--- src/rtl/sshg_pkg.sv ---
// ----------------------------------------------------------------------------
// sshg_pkg
// shared constants and types of the sorting cell chain
// ----------------------------------------------------------------------------
package sshg_pkg;

    localparam int MAX_ELEMS = 64;
    localparam int DATA_W    = 32;
    localparam int CNT_W     = $clog2(MAX_ELEMS + 1);
    localparam int RND_W     = $clog2(MAX_ELEMS);

    typedef logic signed [DATA_W-1:0] t_data;

    typedef struct packed {
        logic load;
        logic unload;
        logic sort;
        logic odd_round;
        logic desc;
    } t_cell_ctl;

endpackage

--- src/rtl/sshg_cell.sv ---
// ----------------------------------------------------------------------------
// sshg_cell
// one slot of the chain: shifts right on load, left on unload, and does
// odd-even compare-exchange with a neighbor during sorting
// ----------------------------------------------------------------------------
module sshg_cell
    import sshg_pkg::*;
(
    input  logic      i_clk,
    input  logic      i_rst_n,
    input  t_cell_ctl i_ctl,
    input  logic      i_pos_odd,
    input  t_data     i_left_val,
    input  logic      i_left_vld,
    input  t_data     i_right_val,
    input  logic      i_right_vld,
    output t_data     o_val,
    output logic      o_vld
);

    t_data r_val;
    t_data n_val;
    logic  r_vld;
    logic  n_vld;

    logic  w_right;
    t_data w_p_val;
    logic  w_p_vld;
    logic  w_p_first;
    logic  w_own_first;

    assign w_right = (i_pos_odd == i_ctl.odd_round);
    assign w_p_val = w_right ? i_right_val : i_left_val;
    assign w_p_vld = w_right ? i_right_vld : i_left_vld;

    assign w_p_first   = i_ctl.desc ? (w_p_val > r_val) : (w_p_val < r_val);
    assign w_own_first = i_ctl.desc ? (r_val > w_p_val) : (r_val < w_p_val);

    always_comb begin
        n_val = r_val;
        n_vld = r_vld;
        if (i_ctl.load) begin
            n_val = i_left_val;
            n_vld = i_left_vld;
        end else if (i_ctl.unload) begin
            n_val = i_right_val;
            n_vld = i_right_vld;
        end else if (i_ctl.sort && r_vld && w_p_vld) begin
            if (w_right ? w_p_first : w_own_first) begin
                n_val = w_p_val;
            end
        end
    end

    always_ff @(posedge i_clk) begin
        r_val <= n_val;
        if (!i_rst_n) begin
            r_vld <= 1'b0;
        end else begin
            r_vld <= n_vld;
        end
    end

    assign o_val = r_val;
    assign o_vld = r_vld;

endmodule

--- config.mk ---
export PLATFORM = sky130hd
export DESIGN_NAME = sshg_cell
export DESIGN_NICKNAME = d
export VERILOG_FILES = /design/src/rtl/sshg_pkg.sv /design/src/rtl/sshg_cell.sv
export SDC_FILE = /design/constraint.sdc
export NUM_CORES = 1
export LEC_CHECK = 0
export BUFFER_PORTS_ARGS = -buffer_cell sky130_fd_sc_hd__buf_2
export CAP_MARGIN = 10
export CORE_ASPECT_RATIO = 0.75
export CORE_MARGIN = 10
export CORE_UTILIZATION = 49
export DETAILED_ROUTE_END_ITERATION = 7
export PLACE_DENSITY = 0.9
export SLEW_MARGIN = 20
export SYNTH_ARGS = -nofsm -noshare
export SYNTH_HDL_FRONTEND = slang
export SYNTH_SLANG_ARGS = --single-unit
--- constraint.sdc ---
create_clock -name i_clk -period 4.4 [get_ports i_clk]
set_input_delay 0 -clock i_clk [delete_from_list [all_inputs] [get_ports i_clk]]
set_output_delay 0 -clock i_clk [all_outputs]
set_load 0.02 [all_outputs]
# After elaboration in Yosys (flattened, before gate mapping)
# Index checks and enable logic that the tools add are counted.
# op_classes
magnitude_cmp	4
eq_ne	1
mux	11
reduce_logical	6
# op_table
cell	n
2-to-1 mux 32 bit	5
greater-than comparator 32 bit	2
less-than comparator 32 bit	2
2-to-1 mux 1 bit	6
nonzero test 3 bit	2
logical AND 1 bit	2
AND reduction 2 bit	1
nonzero test 2 bit	1
== test 1 bit	1
# totals
regBits	33
word_cells	24

# Logic depth before layout (Yosys ltp)
# Gate-level depths: netlist (run 1).
# depth
word_depth	9
mapped_depth	11
ltp_nobuf	10

# Worst setup path before layout (run 1)
# No wires, ideal clock.
# synth_path
path_type	input port to flip-flop
start	input i_ctl[1] in the netlist's numbering
end	register r_val[0] (netlist: o_val[0]) (enable)
t_arrival_ns	3.465
required_ns	3.772
path_slack_ns	0.307
stages	11
path_cell_list	xnor2_2 -> clkbuf_1 -> mux2i_1 -> ha_1 -> nor2b_1 -> o211ai_1 -> a2111oi_0 -> o41a_2 -> o311ai_1 -> o21a_1 -> nand4_1
# synth_via
elab_chain_len	7
# synth_lines
element	line	source
start, declared	sshg_cell.sv:11	input t_cell_ctl i_ctl,
== test 1 bit *	sshg_cell.sv:32	assign w_right = (i_pos_odd == i_ctl.odd_round);
2-to-1 mux 32 bit	sshg_cell.sv:33	assign w_p_val = w_right ? i_right_val : i_left_val;
less-than comparator 32 bit (tied with other cells)	sshg_cell.sv:37	assign w_own_first = i_ctl.desc ? (r_val > w_p_val) : (r_val < w_p_val);
2-to-1 mux 1 bit (on tied branches)	sshg_cell.sv:37, sshg_cell.sv:36	
2-to-1 mux 1 bit	sshg_cell.sv:49	if (w_right ? w_p_first : w_own_first) begin
nonzero test 3 bit (no source line)	n/a	
AND reduction 2 bit (no source line) *	n/a	
end signal, assigned	sshg_cell.sv:56	r_val <= n_val;
end, declared	sshg_cell.sv:21	t_data r_val;
# Mark *: on every way between the ends. The rest lies on a longest branch, timed or not.
# A chain may end at the register's enable or synchronous reset.

# Final worst setup path (run 1)
# layout_path
start	input i_ctl[1] in the netlist's numbering
end	register r_val[11] (netlist: o_val[11]) (enable)
# Same word-level chain as after synthesis.

==> flow_summary.json, run 1 <==
{
  "maxSlewHeadroom": 0.3685,
  "setup_tns_ns": 0,
  "crit_chain": "buf_2 > xnor2_4 > buf_12 > mux2i_1 > ha_1 > a21oi_1 > nor2_1 > a2111oi_0 > o22ai_1 > o311ai_1 > o21a_1 > nand4_1 > buf_4",
  "first_pass_iters": 4,
  "finalClockSkew_ns": 0.009355,
  "slowest_stage": "xnor2_4",
  "cts_tree": "built",
  "grt_setup_unrepaired": "false",
  "routed_wl_um": 6831,
  "die_h_um": 82.34,
  "syn_area_mm2": 0.002539,
  "synthesis.nets": 312,
  "outcome": "finished clean",
  "place_congestion": 0.8749,
  "cap_violations": 0,
  "rr_startpoint": "o_val[25]",
  "cts_buffers": 5,
  "critPathCaptureType": "flip-flop",
  "dp_slack_ns": 0.8189,
  "clock-sinks": 33,
  "via_per_inst": 5.553,
  "cp.depth": 13,
  "max_stage_delay_ns": 0.66,
  "cp-endpoint": "o_val[11]",
  "grt_max_degree": 33,
  "setup_ws_ns": 1.095,
  "grt_pass1_vias": 2249,
  "cts-htree-levels": 2,
  "num_vias": 2099,
  "hpwl_um": 5716,
  "n_antenna_cell": 0,
  "synth_seq_cells": 33,
  "regArea_um2": 980.9,
  "mostFrequentLayoutCell": "buf_2",
  "cts_resized": 0,
  "cp_max_fo": 21,
  "ys_warn_count": 0,
  "multi_input_comb_area_mm2": 0.001546,
  "route.detailed.drc": 0,
  "vdd_drop_max_mv": 0.2156,
  "clock_path_buffers": 2,
  "area_growth_pct": 28.59,
  "drive_above_1_share": 0.4686,
  "fp-row-count": 22,
  "pin_count": 107,
  "setup_viol": 0,
  "drt_iter0_drc": 54,
  "grt_usage": 0.1557,
  "finalCriticalPeriod_ns": 3.305,
  "yosys.area.top_type": "edfxtp_1",
  "crit_start": "i_ctl[1]",
  "path_class": "in -> reg",
  "finalHoldViolCount": 0,
  "path_clk_slew_ns": 0.07,
  "antenna_found_initial": 0,
  "critical_path_arrival_ns": 3.32,
  "rr_worst_depth": 9,
  "finalCritPeriodShare": 0.7511,
  "grt_pass1_wl_um": 10390,
  "tightestPinTransition_ns": 0.9451,
  "die_w_um": 103.1,
  "leakagePower_nw": 1.550,
  "crit_family": "compound AO/OA/AOI/OAI gates",
  "worstSkewPairLatency_ns": 0.29,
  "portBuffers": 106,
  "r2r_slack_ns": 1.45,
  "synth_cell_types": 40,
  "syn_avg_cell_area_um2": 12.32,
  "final_nets": 423,
  "hp-class": "in -> reg",
  "synth_top_cell_area_share": 0.3785,
  "worstSetupStartpointType": "input pin",
  "wl_per_cell_um": 18.07,
  "die-area_mm2": 0.008490,
  "powerDensity_mw_per_mm2": 296.9,
  "initial_core_util": 0.5124,
  "path_buf_inv": 3,
  "syn_inst": 206,
  "ctsRootBufferMaster": "clkbuf_8",
  "grt_overflow": 0,
  "finalMaxSlewViolations": 0,
  "final_cell_mix": "buf_2 (106), mux2i_1 (32), ha_1 (32), edfxtp_1 (32), mux2_2 (25)",
  "max_freq_mhz": 302.6,
  "filler_cell_count": 405,
  "r2r_end": "o_val[11]",
  "synth_area_leaders": "edfxtp_1 (38%), ha_1 (16%), mux2i_1 (13%), mux2_2 (11%), mux2_1 (3.5%)",
  "cp_data_required_time_ns": 4.42,
  "core_mm2": 0.004955,
  "ant_nets": 0,
  "seq_area_frac_synth": 0.3864
}
[how the worst min path moves through the flow]
stage	from	endpoint	cells after the start
finish	i_left_val[6]	o_val[6]	2
global route	i_left_val[6]	o_val[6]	2
CTS	i_left_val[6]	o_val[6]	2
detailed placement	i_rst_n	o_vld	2
global placement	i_rst_n	o_vld	2
floorplan	i_rst_n	o_vld	1
[repair_timing]
action | 4_1_cts | 5_1_grt
hold endpoints to repair | 1 | 0
buffers inserted | 0 | 0
hold buffers | 1 | 0
[stage by stage]
stage	total power [mW]	cell area (um2)	hold slack (ns)	utilization	instances
global placement	0.7427	3172	0.2009	0.6402	369
detailed placement	0.7542	3172	0.2365	0.6402	369
global route	1.027	3264	0.01018	0.6588	378
CTS	0.9761	3264	0.003018	0.6588	378
finish	0.9690	3264	0.01151	0.6588	378
floorplan	0.6283	2539	0.1217	-	206
[logic make-up after synthesis]
family                   Yosys count  synth area share
multiplexers                      65            0.2726
buffers and inverters              7           0.01183
adder cells (fa/ha/maj)           32            0.1577
XOR/XNOR                           1          0.006409
AND/OR/NAND/NOR                   39           0.08872
flip-flops                        33            0.3864
AO/OA/AOI/OAI                     29           0.07640
[state kept, by name, indices dropped and copies added (netlist names)]
register	cells
o_vld	1
o_val	32
[layout make-up]
class / instances / area share
clock buffers: 6 / 0.02223
clock inverters: 2 / 0.003066
inverters: 1 / 0.001150
multi-input cells: 166 / 0.4737
flip-flops and latches: 33 / 0.3005
well taps: 60 / 0.02300
repair buffers: 110 / 0.1763
[where the power goes]
part	internal [mW]	switching [mW]
combinational	0.155	0.190
clock	0.110	0.112
sequential	0.384	0.0183
total	0.649	0.320
[cell usage after synthesis, drive strengths merged]
cell type / n
mux2: 33
edfxtp: 32
ha: 32
mux2i: 32
a21oi: 12
nand2: 8
nor2: 7
nand3: 5
nand4: 5
a21o: 3
buf: 3
clkbuf: 3
nand2b: 3
nor3: 3
a2111oi: 2
nor2b: 2
o21a: 2
o21ai: 2
a211o: 1
a211oi: 1
a21boi: 1
and2: 1
and3: 1
dfxtp: 1
inv: 1
nand3b: 1
nor4: 1
o211a: 1
o211ai: 1
o22ai: 1
o311ai: 1
o41a: 1
or3: 1
or4: 1
xnor2: 1
[routing by layer]
layer | share of wire | routed length [um] | vias to the layer above | track usage
li1 | - | - | 1043 | -
met1 | 0.43 | 2958 | 963 | 0.1850
met2 | 0.45 | 3050 | 82 | 0.2464
met3 | 0.10 | 714 | 11 | 0.07220
met4 | 0.016 | 109 | 0 | 0.05125
met5 | 0 | 0 | - | 0
Note: power is estimated with default switching activity, not from simulation.
==> run 2, diff against run 1 <==
--- a/config.mk
+++ b/config.mk
@@ -5,11 +5,12 @@
 export SDC_FILE = /design/constraint.sdc
 export NUM_CORES = 1
 export LEC_CHECK = 0
+export ABC_AREA = 1
 export BUFFER_PORTS_ARGS = -buffer_cell sky130_fd_sc_hd__buf_2
 export CAP_MARGIN = 10
 export CORE_ASPECT_RATIO = 0.75
 export CORE_MARGIN = 10
-export CORE_UTILIZATION = 49
+export CORE_UTILIZATION = 51
 export DETAILED_ROUTE_END_ITERATION = 7
 export PLACE_DENSITY = 0.9
 export SLEW_MARGIN = 20
==> constraint.sdc (replaced) <==
create_clock -name i_clk -period 3.27 [get_ports i_clk]
set_input_delay 0 -clock i_clk [delete_from_list [all_inputs] [get_ports i_clk]]
set_output_delay 0 -clock i_clk [all_outputs]
set_load 0.02 [all_outputs]
==> run 2 against run 1 <==
Net effect:
- largest power group is now combinational logic
- critical path depth rose by 8
- critical path type unchanged
- clock skew fell by 0.0018 ns
- combinational power rose by 68%
- largest cell class unchanged
- worst setup slack got worse by 0.32 ns
- die area rose by 11%
- clock-buffer cell count rose by 2
- critical endpoint is now o_val[22]
- worst hold slack improved by 0.019 ns
==> flow_summary.json, run 2 <==
{
  "p_sw_frac": 0.3723,
  "route.detailed.drc": 0,
  "yosys.area.top_type": "edfxtp_1",
  "finalMaxSlewViolations": 0,
  "worstSetupStartpointType": "input pin",
  "synthesis.nets": 519,
  "cts_resized": 0,
  "ant_nets": 0,
  "num_vias": 3102,
  "syn_area_mm2": 0.003020,
  "synthAdderAreaFrac": 0.1326,
  "yosys.area_share.simple": 0.1980,
  "die-area_mm2": 0.009432,
  "vdd_drop_max_mv": 0.1577,
  "drt_iter0_drc": 121,
  "seq_area_frac_synth": 0.3248,
  "switchingPower_mw": 0.5302,
  "clock_path_buffers": 2,
  "path_class": "in -> reg",
  "powerDensity_mw_per_mm2": 385.0,
  "netlist_top_cells_count": "nand2_1 (106), a21oi_1 (51), inv_1 (51), nor2_1 (42)",
  "largest_register_ffs": 32,
  "synth_mux_area_frac": 0,
  "via_per_inst": 5.249,
  "place_inst": 581,
  "rr_worst_depth": 13,
  "grt_pass1_wl_um": 14110,
  "syn_avg_cell_area_um2": 7.313,
  "routed_wl_um": 8889,
  "clock-sinks": 33,
  "setup_tns_ns": 0,
  "ctsRootBufferMaster": "clkbuf_8",
  "pwr-share-seq": 0.387,
  "hpwl_um": 7018,
  "synth_cell_types": 25,
  "synth_xor_area_frac": 0.008285,
  "fin_util": 0.6417,
  "fp-row-count": 24,
  "first_pass_iters": 4,
  "post_dp_cell_area_mm2": 0.003600,
  "fin_cells": 591,
  "grt_max_degree": 68,
  "n_antenna_cell": 0,
  "finalClockSkew_ns": 0.007570,
  "outcome": "finished clean",
  "setup_viol": 0,
  "ys_warn_count": 0,
  "synth_compound_area_frac": 0.2365,
  "final_nets": 618,
  "holdPathStages": 3,
  "grt_usage": 0.1804,
  "critical_path_arrival_ns": 2.45,
  "synth-async-reset-ratio": 0,
  "synth_top_cell_area_share": 0.3181,
  "wl_per_cell_um": 15.04,
  "fin_total_pwr_mw": 1.424,
  "finalHoldViolCount": 0,
  "synth_top_family_by_area": "compound AO/OA/AOI/OAI gates",
  "pin_count": 107,
  "cap_violations": 0,
  "finalCritPeriodShare": 0.7618,
  "path_clk_slew_ns": 0.07,
  "cts-htree-levels": 2,
  "slowest_stage": "buf_12",
  "worstSkewPairLatency_ns": 0.28,
  "synth_edf_count": 32,
  "critPathCaptureType": "flip-flop",
  "max_freq_mhz": 401.4,
  "grt_overflow": 0,
  "tightestPinTransition_ns": 0.6211,
  "antenna_found_initial": 1,
  "grt_pass1_vias": 3138,
  "die_w_um": 108.9,
  "drive_above_1_share": 0.2768,
  "pwr-share-clk": 0.206,
  "leakagePower_nw": 1.933,
  "hp-class": "in -> reg",
  "grt_setup_unrepaired": "false",
  "filler_cell_count": 529,
  "intPower_mw": 0.8941,
  "synth_area_leaders": "edfxtp_1 (32%), ha_1 (13%), nand2_1 (13%), a21oi_1 (8.5%), o21ai_2 (7.2%)",
  "area_growth_pct": 22.49,
  "finalCriticalPeriod_ns": 2.491,
  "crit_chain": "buf_2 > xnor2_4 > buf_12 > nand2_1 > o21a_1 > inv_1 > ha_1 > nand2_1 > nand2_1 > nand2_1 > nand2_1 > nand2_1 > nand3_1 > a21oi_1 > nand2_1 > nand2_1 > nand2_1 > nand2_1 > nand3_1 > nand2_1 > buf_4",
  "r2r_slack_ns": 0.95,
  "portBuffers": 106,
  "max_stage_delay_ns": 0.33,
  "initial_core_util": 0.5239,
  "maxSlewHeadroom": 0.5860,
  "final_cell_mix": "nand2_1 (106), buf_2 (106), inv_1 (51), a21oi_1 (51), nor2_1 (42)",
  "syn_inst": 413,
  "core_mm2": 0.005766,
  "yosysMostFrequentCell": "nand2_1",
  "cp_max_fo": 67,
  "combPwrFrac": 0.407,
  "cts_tree": "built",
  "fin_area_mm2": 0.003700,
  "die_h_um": 86.65,
  "place_congestion": 0.8103,
  "cts_buffers": 5,
  "crit_top_cell": "nand2_1",
  "synth_seq_cells": 33,
  "cp_data_required_time_ns": 3.23,
  "yosys_most_used_dff": "edfxtp_1"
}
==> run 2: cell type report <==
class	count	area, um2	share of cell area
sequential	33	980.9	0.2651
tap	78	97.59	0.02638
inverter	51	191.4	0.05174
clock buffer	8	80.08	0.02164
timing repair buffer	113	600.6	0.1623
multi-input combinational	308	1749	0.4728
==> run 2: timing repair <==
item                                    CTS  global route
hold buffers                              2             0
setup buffers                             0             0
hold endpoints to repair                  1             0
endpoints found under the setup margin    0             0
==> run 2: per-stage QoR <==
stage               setup WS, ns  hold WS [ns]
CTS                       0.8168       0.02812
global route              0.5478       0.04254
floorplan                 0.4636        0.1378
global placement          0.6743        0.2524
finish                    0.7788       0.03028
detailed placement        0.5337        0.2907
==> run 2: routing by layer <==
metal | up-vias | track usage | part of all wire
li1 | 1581 | - | -
met1 | 1390 | 0.2060 | 0.42
met2 | 116 | 0.3165 | 0.47
met3 | 13 | 0.05930 | 0.093
met4 | 2 | 0.04540 | 0.010
met5 | - | 0 | 0.0015
==> run 2: worst paths after layout <==
check	startpoint	endpoint
setup / recovery	i_ctl[1]	o_val[22]
hold / removal	i_left_val[19]	o_val[19]
setup reg to reg	o_val[27]	o_val[22]
hold reg to reg	o_vld	o_val[9]
==> run 2: cell families after synthesis <==
family / count (synthesis)
adders and majority gates: 32
buffers and inverters: 72
xor gates and xnor gates: 2
AOI/OAI and AO/OA: 118
DFF: 33
and+or+nand+nor: 156
==> run 2: worst max-delay path: cells and delay by family <==
family                   cells  cell delay (ns)
AO/OA/AOI/OAI                2             0.32
XOR/XNOR                     1             0.19
adder cells (fa/ha/maj)      1             0.23
buffers and inverters        4             0.78
AND/OR/NAND/NOR             13             0.87
==> run 2: power groups by stage <==
stage	logic, mW	registers, mW	clock network [mW]
global route	0.654	0.554	0.318
CTS	0.581	0.550	0.297
finish	0.580	0.551	0.294
global placement	0.545	0.556	0
detailed placement	0.577	0.558	0
floorplan	0.334	0.610	0
==> run 3, diff against run 2 <==
==> constraint.sdc (replaced) <==
create_clock -name i_clk -period 2.3 [get_ports i_clk]
set_input_delay 0 -clock i_clk [delete_from_list [all_inputs] [get_ports i_clk]]
set_output_delay 0 -clock i_clk [all_outputs]
set_load 0.02 [all_outputs]
==> run 3 against run 2 <==
Net effect:
- the run now ends with setup timing left
- global-route usage increased by 2.6 points
- sequential power increased by 44%
- wire length grew 31%
- sequential share of layout area decreased by 4.6 points
- clock power up 48%
- cell count up 7.3%
- clock-buffer cell count is 2 lower
- first-iteration DRC count grew to 2.6 times the previous value
- worst setup slack lost 1.0 ns
- clock skew hardly changed
- sequential cell count unchanged
- total power grew 68%
- critical path type unchanged
- critical endpoint is now o_val[1]
- largest cell class unchanged
==> flow_summary.json, run 3 (synthesis gave the netlist of run 2 again) <==
{
  "cap_violations": 0,
  "dp_slack_ns": -0.2767,
  "place_inst": 599,
  "setup_ws_ns": -0.2335,
  "vdd_drop_max_mv": 0.3156,
  "combPwrFrac": 0.489,
  "core_mm2": 0.005766,
  "worstSetupStartpointType": "input pin",
  "place_congestion": 0.8377,
  "r2r_end": "o_val[1]",
  "num_vias": 3553,
  "largest_register_ffs": 32,
  "drt_iter0_drc": 317,
  "ant_nets": 0,
  "grt_overflow": 0,
  "grt_pass1_wl_um": 15700,
  "rr_worst_depth": 19,
  "initial_core_util": 0.5239,
  "finalCriticalPeriod_ns": 2.534,
  "worstHoldStart": "i_left_val[14]",
  "die_w_um": 108.9,
  "post_dp_cell_area_mm2": 0.003796,
  "r2r_slack_ns": -0.15,
  "grt_max_degree": 32,
  "finalClockSkew_ns": 0.007290,
  "die-area_mm2": 0.009432,
  "portBuffers": 106,
  "die_h_um": 86.65,
  "cts_tree": "built",
  "finalCritPeriodShare": 1.102,
  "area_growth_pct": 48.14,
  "grt_pass1_vias": 3379,
  "cp_data_required_time_ns": 2.32,
  "clock_path_buffers": 2,
  "cts_buffers": 5,
  "powerDensity_mw_per_mm2": 536.4,
  "intPower_mw": 1.474,
  "path_clk_slew_ns": 0.07,
  "switchingPower_mw": 0.9259,
  "leakagePower_nw": 2.275,
  "critPathCaptureType": "flip-flop",
  "mostFrequentLayoutCell": "buf_2",
  "n_antenna_cell": 0,
  "holdWs_ns": 0.01673,
  "route.detailed.drc": 0,
  "antenna_found_initial": 0,
  "worstSkewPairLatency_ns": 0.29,
  "path_class": "in -> reg",
  "pin_count": 107,
  "routed_wl_um": 11650,
  "finalHoldViolCount": 0,
  "pwr-share-clk": 0.181,
  "p_sw_frac": 0.3858,
  "outcome": "finished with violations",
  "clock-sinks": 33,
  "fin_area_mm2": 0.004474,
  "holdPathStages": 3,
  "cts-htree-levels": 2,
  "fin_total_pwr_mw": 2.400,
  "max_freq_mhz": 394.7,
  "maxSlewHeadroom": 0.6448,
  "setup_viol": 32,
  "whs_endpoint": "o_val[14]",
  "fp-row-count": 24,
  "fin_cells": 634,
  "fin_util": 0.7760,
  "critical_path_arrival_ns": 2.55,
  "grt_usage": 0.2060,
  "via_per_inst": 5.604,
  "hpwl_um": 7324,
  "setup_tns_ns": -6.878,
  "pwr-share-seq": 0.330,
  "final_nets": 661,
  "first_pass_iters": 5,
  "ctsRootBufferMaster": "clkbuf_8",
  "tightestPinTransition_ns": 0.5328,
  "drive_above_1_share": 0.3975,
  "hp-class": "in -> reg",
  "wl_per_cell_um": 18.38,
  "cp_max_fo": 8,
  "final_cell_mix": "buf_2 (104), nand2_1 (96), inv_1 (51), a21oi_1 (46), nor2_1 (36)",
  "failed_checks": "setup timing",
  "rr_startpoint": "o_val[0]",
  "grt_setup_unrepaired": "true",
  "finalMaxSlewViolations": 0
}
run 3: worst max-delay path: stages:
cell	delay [ns]
buf_8	0.10
xnor2_4	0.14
buf_6	0.14
buf_8	0.14
clkbuf_16	0.17
o21ai_4	0.14
ha_2	0.20
inv_1	0.04
nand2_1	0.08
nand2_1	0.07
nand2_1	0.07
nand2_1	0.06
nand2_1	0.10
nand2_1	0.10
nand2_1	0.10
nand2_1	0.06
nand2_2	0.08
nand2_1	0.06
nand2_1	0.10
nand2_1	0.07
nand2_1	0.07
nand3_2	0.08
nand2_4	0.18
clkbuf_16	0.18
run 3: final cells by class:
| type | instances | area, um2 |
|---|---|---|
| Clock buffer | 6 | 72.57 |
| Clock inverter | 2 | 10.01 |
| Fill cell | 386 | 1291 |
| Inverter | 51 | 191.4 |
| Multi-Input combinational cell | 308 | 1956 |
| Sequential cell | 33 | 980.9 |
| Tap cell | 78 | 97.59 |
| Timing Repair Buffer | 156 | 1166 |
run 3: routing by layer:
| layer | GRT usage | routed length [um] | up-vias |
|---|---|---|---|
| li1 | - | - | 1668 |
| met1 | 0.2387 | 4385 | 1615 |
| met2 | 0.3437 | 5708 | 228 |
| met3 | 0.06004 | 1186 | 42 |
| met4 | 0.09438 | 373 | 0 |
| met5 | 0 | 0 | - |
run 3: power by group through the flow:
stage	clock network [mW]	registers [mW]	logic (mW)
global route	0.463	0.797	1.26
global placement	0	0.794	0.842
detailed placement	0	0.795	0.883
CTS	0.427	0.783	0.945
floorplan	0	0.867	0.482
finish	0.434	0.793	1.17
run 3: what timing repair did:
| action | 4_1_cts | 5_1_grt |
|---|---|---|
| hold endpoints to repair | 1 | 0 |
| gates resized for setup | 3 | 53 |
| pin swaps | 3 | 25 |
| setup buffers | 3 | 15 |
| hold buffers | 2 | 0 |
| cloned | 2 | 6 |
| setup endpoints to repair | 8 | 32 |
run 3: worst max path at each step:
stage | start | to | slack, ns | depth (start not counted)
detailed placement | i_ctl[1] | o_val[14] | -0.28 | 21
floorplan | i_ctl[1] | o_val[0] | 0.005 | 16
finish | i_ctl[1] | o_val[1] | -0.23 | 24
global route | i_ctl[1] | o_val[5] | -0.26 | 24
global placement | i_ctl[1] | o_val[13] | -0.23 | 20
CTS | i_pos_odd | o_val[7] | 0.007 | 18
